<file path="config.mk">
export PLATFORM = sky130hd
export DESIGN_NAME = dbrf_ram
export DESIGN_NICKNAME = d
export VERILOG_FILES = /design/src/hdl/dbrf_ram.sv
export SDC_FILE = /design/constraint.sdc
export NUM_CORES = 2
export LEC_CHECK = 0
export BUFFER_PORTS_ARGS = -buffer_cell sky130_fd_sc_hd__buf_2
export CAP_MARGIN = 10
export CORE_ASPECT_RATIO = 1.25
export CORE_UTILIZATION = 65
export DETAILED_ROUTE_END_ITERATION = 16
export GPL_ROUTABILITY_DRIVEN = 0
export PLACE_DENSITY_LB_ADDON = 0.1
export SETUP_SLACK_MARGIN = 0.15
export SKIP_LAST_GASP = 1
export SYNTH_ARGS = -nofsm -noshare
export SYNTH_HDL_FRONTEND = slang
export SYNTH_SLANG_ARGS = --single-unit
</file>
<file path="constraint.sdc">
create_clock -name clk -period 5.3 [get_ports clk]
set_input_delay 0.53 -clock clk [delete_from_list [all_inputs] [get_ports clk]]
set_output_delay 0.53 -clock clk [all_outputs]
set_load 0.02 [all_outputs]
</file>
<file path="src/hdl/dbrf_ram.sv">
module dbrf_ram #(
  parameter int WIDTH = 8,
  parameter int DEPTH = 512
) (
  input  logic                     clk,
  input  logic                     we,
  input  logic [$clog2(DEPTH)-1:0] addr,
  input  logic [WIDTH-1:0]         wdata,
  output logic [WIDTH-1:0]         rdata
);

  logic [WIDTH-1:0] mem [DEPTH];

  // Single port, registered read of the old contents on a write.
  always_ff @(posedge clk) begin
    if (we) begin
      mem[addr] <= wdata;
    end
    rdata <= mem[addr];
  end

endmodule

</file>
[Word level (Yosys, flattened, before mapping)]
Memories as Yosys holds them, arrays and structs flattened. A register that Yosys moved wholly into a read port is not among the register bits.
Index checks and enable logic that the tools add are counted.
Word-level totals
  input bits: 19
  memories: 1
  bits in writable memories: 4096
  word-level logic and storage cells: 3
  flip-flop bits (word level): 0
  output and inout port bits: 8
Memories
  mem: words 512, bits a word 8, rd ports 1, clocked after memory_dff 1, write ports 1, RTL line 12  | logic [WIDTH-1:0] mem [DEPTH];
Operators by class
  multiplexer cells: 2
Operator list (count)
  $mux 1: 2

[Logic depth before layout (Yosys ltp)]
  depth after elaboration: 2
  gate-level depth with buffers: 13
  mapped depth without buffers: 7

[Worst setup path after synthesis]
No wires, ideal clock.
  path type: input port to flip-flop
  start point: in addr[0]
  end point: mem mem[463][0] (enable)
  path buffers: 8
  stages: 10
  arrival time: 2608 ps
  required time: 4930 ps
  library setup time: 370 ps
  path slack: 2321 ps
  cell sequence: buf_6 buf_12 buf_6 buf_6 buf_4 buf_2 buf_2 nand4_1 clkbuf_1 nor2_1
RTL lines
  start: declaration: RTL line 7  | input logic [$clog2(DEPTH)-1:0] addr,
  end: declaration: RTL line 12
No word-level cell before the write port.

==> results <==
- The hold violation count in the final report is 0.
- Counting I/O delays and the setup requirement, the final critical path takes 4.23 ns.
- The number of distinct standard cells referenced by the synthesized netlist is 67.
- In this run the worst setup path begins at addr[0].
- The min-delay analysis places its worst path in the category in2reg.
- The signal on the critical path passes through buf_12, buf_12, mux4_2, mux2i_1, o22ai_1, nor2_1, o211ai_1, nor4_1, nand4_1.
- VDD sags by at most 310 µV.
- Of the available clock period, the critical path in the final layout requires 0.798.
- Along the worst path, the maximum fanout reaches 76.
- The routed wirelength normalized by instance count is 37.9 µm.
- Input and output buffers added on the ports amount to 26.
- The number of buffers between clock root and the deepest sink is 4.
- On the final layout, the worst hold slack is 0.0574 ns.
- A synthesized cell averages 20.9 µm².
- In this run, placement finished with an instance count of 10600.
- Total power for the finished layout comes to 0.0657 W.
- The critical path is of the in2reg type.
- Adding up every negative setup slack in the final design gives 0 ns.
- The count of instances resized after the clock tree is built is 0.
- The floorplan step defined a core boundary enclosing 242000 µm².
- The synthesis-to-finish area growth is 10.9%.
- The minimum setup slack after placement is 0.207 ns.
- Summing every instance area after synthesis gives 158000 µm².
- STA puts the critical path data arrival time at 4.94 ns.
- The slowest stage cell on the critical path is sky130_fd_sc_hd__mux2i_1.
- The path depth of the worst reg2reg path is 6.
- The total via count in the routed design is 81200.
- After clock tree synthesis, the setup repair step added 0 buffers.
- The number of buffers inserted during clock tree synthesis is 378.
- By instance count, the cell type seen most on the critical path is sky130_fd_sc_hd__buf_12.
- The first global-routing pass estimated 607000 µm of wire.
- In this run the remaining antenna-violating nets after routing total 0.
- The hold buffer count at cts is 0.
- The worst setup path endpoint is rdata[0].
- The first-iteration detailed-routing DRC count is 11900.
- The number of synthesized flops with an enable pin is 4096.
- After layout, the worst setup slack is 1.07 ns.
- The run finished with clean final reports.
- The initial utilization of the core area, before any placement, comes to 0.654.
- In the global route stage, overall resource usage came out at 0.353.
- The area of the die is 246000 µm².
- On the worst path, the slowest cell contributes a delay of 0.94 ns.
- At the worst endpoint, the required time is 6.01 ns.
- The number of nets produced by synthesis is 7594.
- STA classifies the critical path startpoint as a primary input.
- The total count of max-transition violations in the final report is 0.
- Of the cells placed in the final design, the portion with a size suffix greater than 1 is 0.217.
- The share of the Yosys chip area taken by registers is 0.778.
- After technology mapping, the gate count stands at 7575.
- The kind of capture point of the worst setup path is a flop.
- The average via count per standard cell is 7.19.
- After the last flow step, the layout net total stands at 7849.
- The count of unresolved DRC violations after routing is 0.
- The maximum clock frequency is 236 MHz.
- The number of H-tree levels is 5.
- The end of the worst register-to-register path is rdata[7].
- The post-route non-filler standard cell count is 11300.
- The number of failing setup endpoints in the final timing report is 0.
- The initial antenna violation count is 22.
- Entering global routing, the biggest net connects 209 pins.
- The CTS tree is built.
- The worst register-to-register path begins at mem[390][7].
- The final wirelength is 428000 µm.
- Setup repair after global routing left no endpoint under its margin.
- For the final database, setup skew stands at 0.0363 ns.
- The count of max-cap constraint violations is 0.
- Dividing total power by cell area gives a power density of 374 nW/µm².
- The flop and latch count out of synthesis is 4104.
- The tree is rooted in a sky130_fd_sc_hd__clkbuf_16.
- Yosys attributes the largest share of cell area to sky130_fd_sc_hd__edfxtp_1 78%, sky130_fd_sc_hd__mux4_2 12%, sky130_fd_sc_hd__mux2i_1 2.7%.
- The total number of clock tree sinks is 4104.
- The die width is 443 µm.
- Summed over all cells, the static leakage comes to 55.0 nW.
- During synthesis, Yosys emitted a total of 0 warnings.
- Headroom to the max-slew limit came out at 0.0886.
- Clock latency on the worst-skew pair, taken at its later pin, is 0.93 ns.
- The number of search-and-repair iterations in the first detailed-routing pass is 5.
- The number of core rows is 202.
- The worst setup slack for register-to-register paths is 1.64 ns.
- The leading register cell type out of synthesis is sky130_fd_sc_hd__edfxtp_1.
- After legalization and detailed placement, the total HPWL measured 269000 µm.
- After synthesis, the share of flip-flops with an asynchronous set or reset is 0.
- The share of synthesized area in the top cell type comes to 0.777.
- The cell taking the most area after synthesis is sky130_fd_sc_hd__edfxtp_1.
- The number of global-route vias before repair was 81100.
- The top-level I/O count is 27.
- Summed over all layers, the global routing overflow is 0.
- The vertical die dimension is 554 µm.
- For the pin with the worst max-slew slack, the measured transition is 1.36 ns.
- After clock tree synthesis, the clock-pin slew on the worst setup and hold paths is 0.06 ns.
==> stage by stage <==
stage / utilization / cell area (µm²)
2_1_floorplan: - / 158000
3_3_place_gp: 0.675 / 164000
3_5_place_dp: 0.675 / 164000
4_1_cts: 0.725 / 176000
5_1_grt: 0.725 / 176000
6_report: 0.725 / 176000
==> critical path, delay by kind of cell <==
family	cells	cell delay, ns
AO/OA/AOI/OAI	2	0.37
buffers and inverters	2	1.03
multiplexers	2	1.52
AND/OR/NAND/NOR	3	1.30
==> synth_stat cells (all sizes together), types with 45 or more instances <==
master  number
mux4       816
nor2       548
nand4       47
a221oi      92
a21oi       77
o21ai       45
a22o        47
mux2i      434
a31oi       76
a22oi      181
nand2      130
nand3       47
buf        286
clkbuf     197
edfxtp    4096
o22ai      118
==> power breakdown <==
part	internal, W	switching (W)
combinational	0.000985	0.00207
sequential	0.0357	0.0000524
clock	0.0152	0.0117
==> cells in the final DEF (no fill, tap or decap), types with 9 or more instances in the layout <==
master / n
sky130_fd_sc_hd__edfxtp_1: 4096
sky130_fd_sc_hd__mux4_2: 816
sky130_fd_sc_hd__nor2_1: 542
sky130_fd_sc_hd__mux2i_1: 434
sky130_fd_sc_hd__clkbuf_16: 387
sky130_fd_sc_hd__buf_4: 272
sky130_fd_sc_hd__a22oi_1: 180
sky130_fd_sc_hd__nand2_1: 124
sky130_fd_sc_hd__o22ai_1: 118
sky130_fd_sc_hd__a221oi_1: 91
sky130_fd_sc_hd__a21oi_1: 77
sky130_fd_sc_hd__a31oi_1: 76
sky130_fd_sc_hd__clkbuf_1: 76
sky130_fd_sc_hd__clkinv_1: 75
sky130_fd_sc_hd__clkinv_2: 67
sky130_fd_sc_hd__buf_12: 59
sky130_fd_sc_hd__a22o_1: 47
sky130_fd_sc_hd__nand4_1: 47
sky130_fd_sc_hd__o21ai_0: 44
sky130_fd_sc_hd__nand3_1: 39
sky130_fd_sc_hd__nor4_1: 37
sky130_fd_sc_hd__bufinv_16: 37
sky130_fd_sc_hd__a211oi_1: 36
sky130_fd_sc_hd__a32oi_1: 26
sky130_fd_sc_hd__and3_1: 24
sky130_fd_sc_hd__nor3_1: 20
sky130_fd_sc_hd__nor2b_1: 19
sky130_fd_sc_hd__mux2_2: 18
sky130_fd_sc_hd__diode_2: 16
sky130_fd_sc_hd__and2_1: 16
sky130_fd_sc_hd__buf_2: 16
sky130_fd_sc_hd__o211ai_1: 14
sky130_fd_sc_hd__o221ai_1: 12
sky130_fd_sc_hd__buf_8: 9
==> cell type report <==
type / instances / area [µm²]
antenna: 16 / 40.0
inverter: 4 / 20.0
clock inverter: 204 / 1990
timing repair buffer: 358 / 3450
clock buffer: 468 / 10000
multi-input combinational: 2984 / 33000
tap: 3162 / 3960
sequential: 4104 / 123000
fill: 13700 / 66500
==> cell families after synthesis <==
kind of cell / Yosys count / synth area share
AND/OR/NAND/NOR: 958 / 0.0274
flip-flops: 4104 / 0.778
AO/OA/AOI/OAI: 758 / 0.0343
multiplexers: 1268 / 0.145
buffers and inverters: 487 / 0.0159
==> metal layers <==
layer	up-vias	global-route usage	routed length (µm)
met3	1148	0.0726	44800
met4	16	0.199	28900
met1	42500	0.462	147000
li1	32300	-	-
met2	5274	0.560	208000
met5	-	0	115
==> state kept, by name (all words and copies together) (netlist names) <==
signal,flops
mem,4096
rdata,8
==> how the worst min path moves through the flow <==
| stage | to | start | slack (ns) | depth (start not counted) |
|---|---|---|---|---|
| global placement | rdata[7] | mem[403][7] | 0.86 | 4 |
| floorplan | mem[0][0] | wdata[0] | 0.63 | 0 |
| finish | mem[197][3] | wdata[3] | 0.06 | 1 |
| global route | mem[229][3] | wdata[3] | 0.08 | 1 |
| detailed placement | rdata[7] | mem[400][7] | 0.87 | 4 |
| CTS | mem[197][3] | wdata[3] | 0.07 | 1 |
Power figures use the tool's default switching activity.
